===== config.mk =====
export PLATFORM = sky130hd
export DESIGN_NAME = delta_timer_queue_core
export DESIGN_NICKNAME = d
export VERILOG_FILES = /design/src/rtl/dtq_pkg.sv /design/src/rtl/dtq_ram.sv /design/src/rtl/dtq_ctrl.sv /design/src/rtl/delta_timer_queue_core.sv
export SDC_FILE = /design/constraint.sdc
export NUM_CORES = 2
export LEC_CHECK = 0
export BUFFER_PORTS_ARGS = -buffer_cell sky130_fd_sc_hd__buf_2
export CAP_MARGIN = 10
export CORE_UTILIZATION = 35
export DETAILED_ROUTE_END_ITERATION = 10
export PLACE_DENSITY = 0.57
export SYNTH_ARGS = -nofsm -noshare
export SYNTH_HDL_FRONTEND = slang
export SYNTH_HIERARCHICAL = 1
export SYNTH_SLANG_ARGS = --single-unit

===== constraint.sdc =====
create_clock -name clk -period 16 [get_ports clk]
set_input_delay 3.2 -clock clk [delete_from_list [all_inputs] [get_ports clk]]
set_output_delay 3.2 -clock clk [all_outputs]
set_load 0.05 [all_outputs]

===== src/rtl/dtq_pkg.sv =====
// Shared types and constants for the delta timer queue.
package dtq_pkg;

  localparam int TAG_W   = 8;
  localparam int DELTA_W = 32;
  localparam int TPU_W   = 16;
  localparam int TICKS_W = DELTA_W + TPU_W;

  typedef enum logic [0:0] {
    OP_ADD    = 1'b0,
    OP_CANCEL = 1'b1
  } op_t;

  typedef enum logic [0:0] {
    CFG_MAX_DURATION   = 1'b0,
    CFG_TICKS_PER_UNIT = 1'b1
  } cfg_reg_t;

  typedef enum logic [2:0] {
    ST_OK        = 3'd0,
    ST_FULL      = 3'd1,
    ST_TOO_LONG  = 3'd2,
    ST_EMPTY     = 3'd3,
    ST_NOT_FOUND = 3'd4
  } status_t;

  typedef enum logic [2:0] {
    S_IDLE,
    S_DECIDE,
    S_SUCC,
    S_SEARCH,
    S_SHIFT
  } state_t;

  typedef struct packed {
    logic [TAG_W-1:0]   tag;
    logic [DELTA_W-1:0] delta;
  } entry_t;

  typedef struct packed {
    status_t            status;
    logic [DELTA_W-1:0] reload_ticks;
    logic               stop_hw;
  } rsp_t;

endpackage


===== src/rtl/dtq_ram.sv =====
// Generic single-write, single-read RAM with registered read data.
module dtq_ram #(
  parameter int WIDTH = 40,
  parameter int DEPTH = 16
) (
  input  logic                                  clk,
  input  logic                                  we,
  input  logic [((DEPTH > 1) ? $clog2(DEPTH) : 1)-1:0] waddr,
  input  logic [WIDTH-1:0]                      wdata,
  input  logic [((DEPTH > 1) ? $clog2(DEPTH) : 1)-1:0] raddr,
  output logic [WIDTH-1:0]                      rdata
);

  logic [WIDTH-1:0] mem [DEPTH];

  always_ff @(posedge clk) begin
    if (we) begin
      mem[waddr] <= wdata;
    end
    rdata <= mem[raddr];
  end

endmodule


===== src/rtl/dtq_ctrl.sv =====
// Request sequencer: read-modify-write of the timer ring, search and shift.
module dtq_ctrl
  import dtq_pkg::*;
#(
  parameter int QUEUE_CAPACITY = 15,
  parameter int IDX_W = $clog2(QUEUE_CAPACITY + 1)
) (
  input  logic               clk,
  input  logic               rst,
  input  logic               start,
  input  logic               op,
  input  logic [TAG_W-1:0]   seq_tag,
  input  logic [DELTA_W-1:0] duration_us,
  input  logic [DELTA_W-1:0] hw_remaining,
  input  logic [DELTA_W-1:0] max_duration_ticks,
  input  logic [TPU_W-1:0]   ticks_per_unit,
  output logic               busy,
  output logic               done,
  output rsp_t               rsp,
  output logic               ram_we,
  output logic [IDX_W-1:0]   ram_waddr,
  output logic [$bits(entry_t)-1:0] ram_wdata,
  output logic [IDX_W-1:0]   ram_raddr,
  input  logic [$bits(entry_t)-1:0] ram_rdata
);

  state_t               state, state_next;
  logic [IDX_W-1:0]     head, head_next;
  logic [IDX_W-1:0]     tail, tail_next;
  logic [IDX_W-1:0]     ptr, ptr_next;
  logic [DELTA_W-1:0]   delta_sum, delta_sum_next;
  logic [DELTA_W-1:0]   rem, rem_next;
  op_t                  op_r, op_r_next;
  logic [TAG_W-1:0]     tag_r, tag_r_next;
  logic [DELTA_W-1:0]   left_r, left_r_next;
  logic [TICKS_W-1:0]   ticks_r, ticks_r_next;
  logic                 done_next;
  rsp_t                 rsp_next;
  entry_t               rd;
  entry_t               wr;
  logic                 empty, full, match;
  logic [DELTA_W-1:0]   add_delta;
  logic [DELTA_W-1:0]   succ_delta;

  function automatic logic [IDX_W-1:0] ring_next(input logic [IDX_W-1:0] i);
    return (i == IDX_W'(QUEUE_CAPACITY)) ? '0 : i + 1'b1;
  endfunction

  function automatic logic [IDX_W-1:0] ring_prev(input logic [IDX_W-1:0] i);
    return (i == '0) ? IDX_W'(QUEUE_CAPACITY) : i - 1'b1;
  endfunction

  assign rd         = entry_t'(ram_rdata);
  assign ram_wdata  = wr;
  assign busy       = (state != S_IDLE);
  assign empty      = (head == tail);
  assign full       = (ring_next(head) == tail);
  assign match      = (rd.tag == tag_r);
  assign add_delta  = ticks_r[DELTA_W-1:0] - left_r - delta_sum;
  assign succ_delta = rd.delta + left_r;

  always_comb begin
    state_next = state;
    case (state)
      S_IDLE: begin
        if (start) begin
          state_next = S_DECIDE;
        end
      end
      S_DECIDE: begin
        state_next = S_IDLE;
        if (op_r == OP_CANCEL && !empty) begin
          if (match) begin
            if (ring_next(tail) != head) begin
              state_next = S_SUCC;
            end
          end else if (ring_next(tail) != head) begin
            state_next = S_SEARCH;
          end
        end
      end
      S_SUCC: begin
        state_next = S_IDLE;
      end
      S_SEARCH: begin
        if (ring_next(ptr) == head) begin
          state_next = S_IDLE;
        end else if (match) begin
          state_next = S_SHIFT;
        end
      end
      S_SHIFT: begin
        if (ring_next(ring_next(ptr)) == head) begin
          state_next = S_IDLE;
        end
      end
      default: begin
        state_next = S_IDLE;
      end
    endcase
  end

  always_comb begin
    head_next      = head;
    tail_next      = tail;
    ptr_next       = ptr;
    delta_sum_next = delta_sum;
    rem_next       = rem;
    op_r_next      = op_r;
    tag_r_next     = tag_r;
    left_r_next    = left_r;
    ticks_r_next   = ticks_r;
    done_next      = 1'b0;
    rsp_next       = rsp;
    ram_we         = 1'b0;
    ram_waddr      = head;
    ram_raddr      = tail;
    wr             = '0;
    case (state)
      S_IDLE: begin
        if (start) begin
          op_r_next    = op_t'(op);
          tag_r_next   = seq_tag;
          left_r_next  = hw_remaining;
          ticks_r_next = TICKS_W'(duration_us) * TICKS_W'(ticks_per_unit);
        end
      end
      S_DECIDE: begin
        if (op_r == OP_ADD) begin
          done_next = 1'b1;
          rsp_next  = '{status: ST_OK, reload_ticks: '0, stop_hw: 1'b0};
          if (full) begin
            rsp_next.status = ST_FULL;
          end else if (ticks_r > TICKS_W'(max_duration_ticks)) begin
            rsp_next.status = ST_TOO_LONG;
          end else begin
            ram_we    = 1'b1;
            ram_waddr = head;
            head_next = ring_next(head);
            if (empty) begin
              wr                    = '{tag: tag_r, delta: ticks_r[DELTA_W-1:0]};
              rsp_next.reload_ticks = ticks_r[DELTA_W-1:0];
            end else begin
              wr             = '{tag: tag_r, delta: add_delta};
              delta_sum_next = delta_sum + add_delta;
            end
          end
        end else if (empty) begin
          done_next = 1'b1;
          rsp_next  = '{status: ST_EMPTY, reload_ticks: '0, stop_hw: 1'b0};
        end else if (match) begin
          tail_next = ring_next(tail);
          ram_raddr = ring_next(tail);
          if (ring_next(tail) == head) begin
            done_next = 1'b1;
            rsp_next  = '{status: ST_OK, reload_ticks: '0, stop_hw: 1'b1};
          end
        end else if (ring_next(tail) == head) begin
          done_next = 1'b1;
          rsp_next  = '{status: ST_NOT_FOUND, reload_ticks: '0, stop_hw: 1'b0};
        end else begin
          ram_raddr = ring_next(tail);
          ptr_next  = ring_next(tail);
        end
      end
      S_SUCC: begin
        ram_we         = 1'b1;
        ram_waddr      = tail;
        wr             = '{tag: rd.tag, delta: succ_delta};
        delta_sum_next = delta_sum - rd.delta;
        done_next      = 1'b1;
        rsp_next       = '{status: ST_OK, reload_ticks: succ_delta, stop_hw: 1'b1};
      end
      S_SEARCH: begin
        if (match) begin
          rem_next = rd.delta;
          if (ring_next(ptr) == head) begin
            delta_sum_next = delta_sum - rd.delta;
            head_next      = ring_prev(head);
            done_next      = 1'b1;
            rsp_next       = '{status: ST_OK, reload_ticks: '0, stop_hw: 1'b0};
          end else begin
            ram_raddr = ring_next(ptr);
          end
        end else if (ring_next(ptr) == head) begin
          done_next = 1'b1;
          rsp_next  = '{status: ST_NOT_FOUND, reload_ticks: '0, stop_hw: 1'b0};
        end else begin
          ram_raddr = ring_next(ptr);
          ptr_next  = ring_next(ptr);
        end
      end
      S_SHIFT: begin
        ram_we    = 1'b1;
        ram_waddr = ptr;
        wr        = '{tag: rd.tag, delta: rd.delta + rem};
        rem_next  = '0;
        ptr_next  = ring_next(ptr);
        ram_raddr = ring_next(ring_next(ptr));
        if (ring_next(ring_next(ptr)) == head) begin
          head_next = ring_prev(head);
          done_next = 1'b1;
          rsp_next  = '{status: ST_OK, reload_ticks: '0, stop_hw: 1'b0};
        end
      end
      default: begin
        done_next = 1'b0;
      end
    endcase
  end

  always_ff @(posedge clk) begin
    if (rst) begin
      state     <= S_IDLE;
      head      <= '0;
      tail      <= '0;
      delta_sum <= '0;
      done      <= 1'b0;
    end else begin
      state     <= state_next;
      head      <= head_next;
      tail      <= tail_next;
      delta_sum <= delta_sum_next;
      done      <= done_next;
    end
  end

  always_ff @(posedge clk) begin
    ptr     <= ptr_next;
    rem     <= rem_next;
    op_r    <= op_r_next;
    tag_r   <= tag_r_next;
    left_r  <= left_r_next;
    ticks_r <= ticks_r_next;
    rsp     <= rsp_next;
  end

  a_done_after_work: assert property (@(posedge clk) disable iff (rst)
    done |-> $past(state != S_IDLE))
    else $error("result strobe without a request in progress");

  a_reject_keeps_ring: assert property (@(posedge clk) disable iff (rst)
    (done && rsp.status != ST_OK) |-> ($stable(head) && $stable(tail)))
    else $error("rejected request changed the ring");

  a_stop_only_ok: assert property (@(posedge clk) disable iff (rst)
    (done && rsp.stop_hw) |-> rsp.status == ST_OK)
    else $error("stop raised on a rejected request");

  a_shift_no_overlap: assert property (@(posedge clk) disable iff (rst)
    (state == S_SHIFT && ram_we) |-> ram_waddr != ram_raddr)
    else $error("shift reads the entry it writes");

endmodule


===== src/rtl/delta_timer_queue_core.sv =====
// Delta timer queue: top level with configuration registers and timer ring.
//
// Requests enter on start while busy is low, with op (add or cancel),
// seq_tag, duration_us and hw_remaining. Each request gives exactly one
// result on status, reload_ticks and stop_hw, marked by done for one
// cycle; the receiver cannot stall it, so it must take every result.
// An add is decided in S_DECIDE; a cancel of the running timer passes
// S_DECIDE and, if a later timer follows, S_SUCC; a cancel of a later timer
// passes S_DECIDE, S_SEARCH and, unless it is the newest, S_SHIFT. The ring
// memory port is read once per entry during the search and once per moved
// entry during the shift. A new request may be taken in the cycle done is high.
// Configuration: cfg_we, cfg_addr and cfg_wdata write max_duration_ticks (index 0)
// or ticks_per_unit (index 1); the user must write only while idle, not enforced.
// Reset empties the queue, clears the running sum and restores the
// configuration defaults; ring contents are not cleared.
module delta_timer_queue_core
  import dtq_pkg::*;
#(
  parameter int QUEUE_CAPACITY = 15
) (
  input  logic               clk,
  input  logic               rst,
  input  logic               start,
  output logic               busy,
  input  logic               op,
  input  logic [TAG_W-1:0]   seq_tag,
  input  logic [DELTA_W-1:0] duration_us,
  input  logic [DELTA_W-1:0] hw_remaining,
  output logic               done,
  output logic [2:0]         status,
  output logic [DELTA_W-1:0] reload_ticks,
  output logic               stop_hw,
  input  logic               cfg_we,
  input  logic [0:0]         cfg_addr,
  input  logic [DELTA_W-1:0] cfg_wdata
);

  localparam int SLOTS = QUEUE_CAPACITY + 1;
  localparam int IDX_W = $clog2(SLOTS);

  logic [DELTA_W-1:0]        max_duration_ticks;
  logic [TPU_W-1:0]          ticks_per_unit;
  rsp_t                      rsp;
  logic                      ram_we;
  logic [IDX_W-1:0]          ram_waddr;
  logic [IDX_W-1:0]          ram_raddr;
  logic [$bits(entry_t)-1:0] ram_wdata;
  logic [$bits(entry_t)-1:0] ram_rdata;

  always_ff @(posedge clk) begin
    if (rst) begin
      max_duration_ticks <= '1;
      ticks_per_unit     <= TPU_W'(1);
    end else if (cfg_we) begin
      case (cfg_reg_t'(cfg_addr))
        CFG_MAX_DURATION:   max_duration_ticks <= cfg_wdata;
        CFG_TICKS_PER_UNIT: ticks_per_unit     <= cfg_wdata[TPU_W-1:0];
        default:            ticks_per_unit     <= ticks_per_unit;
      endcase
    end
  end

  dtq_ctrl #(
    .QUEUE_CAPACITY(QUEUE_CAPACITY),
    .IDX_W         (IDX_W)
  ) u_ctrl (
    .clk               (clk),
    .rst               (rst),
    .start             (start),
    .op                (op),
    .seq_tag           (seq_tag),
    .duration_us       (duration_us),
    .hw_remaining      (hw_remaining),
    .max_duration_ticks(max_duration_ticks),
    .ticks_per_unit    (ticks_per_unit),
    .busy              (busy),
    .done              (done),
    .rsp               (rsp),
    .ram_we            (ram_we),
    .ram_waddr         (ram_waddr),
    .ram_wdata         (ram_wdata),
    .ram_raddr         (ram_raddr),
    .ram_rdata         (ram_rdata)
  );

  dtq_ram #(
    .WIDTH($bits(entry_t)),
    .DEPTH(SLOTS)
  ) u_ring (
    .clk  (clk),
    .we   (ram_we),
    .waddr(ram_waddr),
    .wdata(ram_wdata),
    .raddr(ram_raddr),
    .rdata(ram_rdata)
  );

  assign status       = rsp.status;
  assign reload_ticks = rsp.reload_ticks;
  assign stop_hw      = rsp.stop_hw;

endmodule


# After elaboration in Yosys (flattened, before gate mapping)
# Memory sizes are Yosys's and may differ from the RTL's. A register that Yosys moved wholly into a read port is not among the register bits.
# Cells that the tools add are included.
# classes
multipliers,1
muxes,76
order_cmp,1
n_reduce_logical,20
addsub,11
bitwise,2
eq_ne,30
# op_table
cell,count
$mux 32,11
$mux 36,9
$pmux 36 s4,1
$mux 40,3
$pmux 40 s3,1
$add 32x32->32,3
$pmux 32 s3,1
$sub 32x32->32,3
$mux 4,22
$pmux 32 s2,1
$gt 48x32->1,1
$mul 32x16->48,1
$pmux 4 s3,3
$reduce_and 7->1,3
$eq 4x4->1,5
$mux 3,6
$ne 2x2->1 const B,9
$add 4x1->4 const B,4
$eq 4x4->1 const B,4
$pmux 3 s4,1
$mux 1,10
$reduce_bool 3->1,3
$eq 8x8->1,1
$mux 2,4
22 further kinds,31
# totals
ff_bits,253
out_inout_bits,38
mem_count,1
wordCells,158
in_bits,110
ramBits,640
# memory_table
name,words,word_bits,rd,rd_ports_with_merged_regs,wr,line,rtl
u_ring.mem,16,40,1,1,1,dtq_ram.sv:14,logic [WIDTH-1:0] mem [DEPTH];

# Depth between registers and ports, before layout
# logic_depth
depth_word,8
ltp_mapped,29
ltp_nobuf,29

# By module
# Netlist, hierarchy kept.
# modules_own_cells
module,area_each_um2,instances,cells_per_inst,seq_area_each_um2
dtq_ctrl,33908.8,1,3839,5715.5
dtq_ram,25130.4,1,1040,20019.2
delta_timer_queue_core,2003.2,1,213,960.9

# Worst setup path before layout
# Ideal clock, no wire load.
# synth_timing
kind,input-to-reg
startpoint,input duration_us[10]
endpoint,register u_ctrl.ticks_r[44] (data pin)
required_time_ns,15.741
path_buffers,1
arrival_time_ns,9.301
cell_stages,23
setup_slack_ns,6.440
setup_ns,0.259
path_cell_list,clkbuf_1 nand2_1 fa_1 fa_1 fa_1 fa_1 inv_1 fa_1 inv_1 fa_1 inv_1 ha_1 o211ai_1 a31o_2 a21boi_0 o21ai_0 o221a_2 o31ai_1 a21oi_1 o21ai_0 a21o_1 a21oi_1 xnor2_1
# synth_via
elab_chain_cells,1
# synth_rtl
item,line,rtl
from (decl),delta_timer_queue_core.sv:27,"input logic [DELTA_W-1:0] duration_us,"
$mul 32x16->48,dtq_ctrl.sv:125,ticks_r_next = TICKS_W'(duration_us) * TICKS_W'(ticks_per_unit);
to (signal assigned),dtq_ctrl.sv:234,ticks_r <= ticks_r_next;
to (decl),dtq_ctrl.sv:36,"logic [TICKS_W-1:0] ticks_r, ticks_r_next;"
# Every way passes these cells.
# A chain may end at the register's enable or synchronous reset.

# Worst setup path in the final report
# Same ends and word-level chain as after synthesis.

==> results.py <==
metrics = {
    "run_status": {
        "outcome": "completed",
    },
    "worst_setup_path": {
        "path_class": "in -> reg",
        "critPathLaunchType": "input port",
        "reg2reg_slack_ns": 7.64,
        "crit_path_end_kind": "register",
        "cp.arrival_ns": 10.31,
        "worstPathRequired_ns": 16.44,
        "critPathMaxFanout": 16,
    },
    "synthesis": {
        "synth_top_area_frac": 0.3940,
        "synth_area_leaders": "edfxtp_1 (39%), fa_1 (15%), ha_1 (5.9%), dfxtp_1 (4.3%), mux4_2 (3.7%)",
        "synth_edf_count": 801,
        "syn-num-nets": 5940,
        "ys_seq_elements": 933,
        "synth_area_um2": 61040,
        "yosysTopAreaCell": "edfxtp_1",
        "async_reset_ff_frac": 0,
        "synth_ff_type": "edfxtp_1",
        "yosysUniqueCellTypes": 104,
        "syn_area_per_cell_um2": 11.99,
        "ys_seq_area_frac": 0.4373,
        "synth_warnings": 6,
        "syn_inst": 5092,
    },
    "sta": {
        "fmax_mhz": 101.3,
        "fin_tns_setup_ns": 0,
        "tightest_slew_ns": 1.274,
        "maxSlewHeadroom": 0.1509,
        "drv_slew": 0,
        "skew_ns": 0.07893,
        "min_period_ns": 9.868,
        "min_period_over_period": 0.6168,
        "hold_viol_final": 0,
        "rsz0062_at_grt": "false",
        "finalSetupViolations": 0,
    },
    "placement": {
        "hpwl_mm": 114.4,
        "gp_congestion": 0.8854,
        "place_inst": 7398,
        "port_buffers": 147,
    },
    "pwr": {
        "leakage_nw": 25.48,
        "powerDensity_nw_per_um2": 128.4,
        "combPwrFrac": 0.407,
        "clockPowerShare": 0.264,
        "intPower_mw": 5.428,
        "p_sw_mw": 3.258,
        "totalPowerFinal_mw": 8.686,
        "vdd_drop_max_mv": 0.1075,
        "swShare": 0.3751,
        "seq_power_share": 0.329,
    },
    "grt": {
        "grt_pass1_wl_mm": 246.8,
        "grt_pass1_vias": 39380,
        "track_usage": 0.1863,
        "grt_overflow": 0,
        "grt_max_degree": 116,
        "grt_antenna_before_repair": 11,
    },
    "route": {
        "postRouteAntennaNets": 0,
        "firstDrtPassIters": 6,
        "vias": 39980,
        "wl_per_cell_um": 21.74,
        "drc": 0,
        "wl_mm": 164.9,
        "drtIter0Drc": 3386,
        "vias_per_cell": 5.268,
    },
    "clocking": {
        "cts.clk_slew.worst_paths_ns": 0.06,
        "numCtsBuffers": 97,
        "root_buffer": "clkbuf_16",
        "htree_levels": 3,
        "cts_hold_buf": 0,
        "ctsResizeCount": 0,
        "cts_tree": "yes",
        "clock_sinks": 933,
        "clk_path_buf_depth": 3,
        "cts_setup_buffers": 0,
        "clk_latency_ns": 0.72,
    },
    "floorplanning": {
        "die_y_um": 419.6,
        "core_region_area_um2": 172500,
        "die_area_um2": 176100,
        "ios": 148,
        "initial_utilization": 0.3539,
        "fp.dieW_um": 419.6,
        "rows": 152,
    },
    "layout": {
        "final_common_cell": "edfxtp_1",
        "nets": 6037,
        "fin_cells": 7589,
        "area_growth_pct": 10.78,
        "drive_gt1_frac": 0.1041,
        "final_cell_mix": "edfxtp_1 (801), inv_1 (599), nand2_1 (526)",
    },
    "min_path": {
        "hp-class": "reg -> reg",
    },
    "flow_run": {
        "max-cap-violations": 0,
    },
}
[kinds of logic after synthesis]
logic type	Yosys count	share of synthesized area
AOI/OAI and AO/OA	854	0.09404
xor gates and xnor gates	195	0.02798
adders and majority gates	738	0.2069
buffers and inverters	829	0.05588
DFF	933	0.4373
muxes	227	0.07381
and+or+nand+nor	1316	0.1041
[cell type report]
cell class,count,area (um^2)
Clock inverter,52,573.1
Timing Repair Buffer,227,1375
Inverter,600,2252
Sequential cell,933,26700
Antenna cell,6,15.01
Tap cell,2310,2890
Multi-Input combinational cell,3330,31150
Fill cell,16430,104900
Clock buffer,131,2669
[power groups by stage]
stage | Clock [mW] | Combinational, mW | Sequential, mW
floorplan | 0 | 2.68 | 2.87
global placement | 0 | 3.46 | 2.92
detailed placement | 0 | 3.50 | 2.92
CTS | 2.35 | 3.53 | 2.87
global route | 2.43 | 3.94 | 2.87
finish | 2.29 | 3.53 | 2.86
[final timing paths]
check / to / depth (start not counted) / from
hold / removal: u_ctrl/delta_sum[0]$_SDFFE_PP0P_ / 2 / u_ctrl/delta_sum[0]$_SDFFE_PP0P_
setup reg to reg: u_ctrl/delta_sum[31]$_SDFFE_PP0P_ / 25 / u_ctrl/left_r[5]$_DFFE_PP_
hold reg to reg: u_ctrl/delta_sum[0]$_SDFFE_PP0P_ / 2 / u_ctrl/delta_sum[0]$_SDFFE_PP0P_
setup / recovery: u_ctrl/ticks_r[44]$_DFFE_PP_ / 23 / duration_us[10]
[synth_stat cells (20+ instances only)]
cell	n
inv_1	599
nand2_1	527
mux4_1	60
clkbuf_1	174
a31oi_1	21
ha_1	286
a22oi_1	93
fa_1	452
a21o_1	113
mux4_2	100
buf_2	24
a211oi_1	21
nand4_1	21
nand3_1	61
nand2b_1	37
edfxtp_1	801
o21a_1	26
nor3_1	39
nor2b_1	20
and3_1	20
xor2_1	78
o21ai_0	149
nor2_1	240
xnor2_1	117
and2_1	265
o21bai_1	20
mux2i_1	62
a21oi_1	220
dfxtp_1	132
[state kept, by name (all words and copies together), names as in the netlist]
register,cells
u_ctrl/done,1
u_ring/rdata,40
ticks_per_unit,16
u_ctrl/delta_sum,32
max_duration_ticks,32
u_ctrl/state,3
u_ring/mem,640
u_ctrl/rem,32
u_ctrl/left_r,32
u_ctrl/head,4
u_ctrl/tail,4
u_ctrl/ticks_r,48
u_ctrl/ptr,4
u_ctrl/op_r,1
u_ctrl/tag_r,8
u_ctrl/rsp,36
[critical path, stage by stage]
cell and delay (ns):
buf_2 0.29, nand2_1 0.14, fa_1 0.53, fa_1 0.58, fa_1 0.45, fa_1 0.54, inv_1 0.06, fa_1 0.53
inv_1 0.06, fa_1 0.53, inv_1 0.04, ha_1 0.36, o211ai_1 0.12, a31o_2 0.24, a21boi_0 0.36, o21ai_0 0.39
o221a_2 0.42, o31ai_1 0.48, a21oi_1 0.19, o21ai_0 0.40, a21o_1 0.18, a21oi_1 0.07, xnor2_1 0.13
[per-layer routing]
metal  track usage  vias up  routed length [um]
li1              -    18060                   -
met4       0.07293        0                6413
met2        0.3081     1265               79780
met1        0.2505    20400               70160
met3       0.02015      259                8591
met5             0        -                   0
[through the flow]
stage / cell area, um^2 / hold slack, ns / utilization / setup slack (ns)
floorplan: 61040 / 0.4544 / - / 6.440
global placement: 64320 / 0.4674 / 0.3729 / 5.604
detailed placement: 64330 / 0.4818 / 0.3730 / 5.562
CTS: 67570 / 0.4987 / 0.3917 / 6.282
global route: 67620 / 0.5371 / 0.3920 / 5.834
finish: 67620 / 0.4961 / 0.3920 / 6.132
No activity file was read; power rests on OpenSTA's default activity.
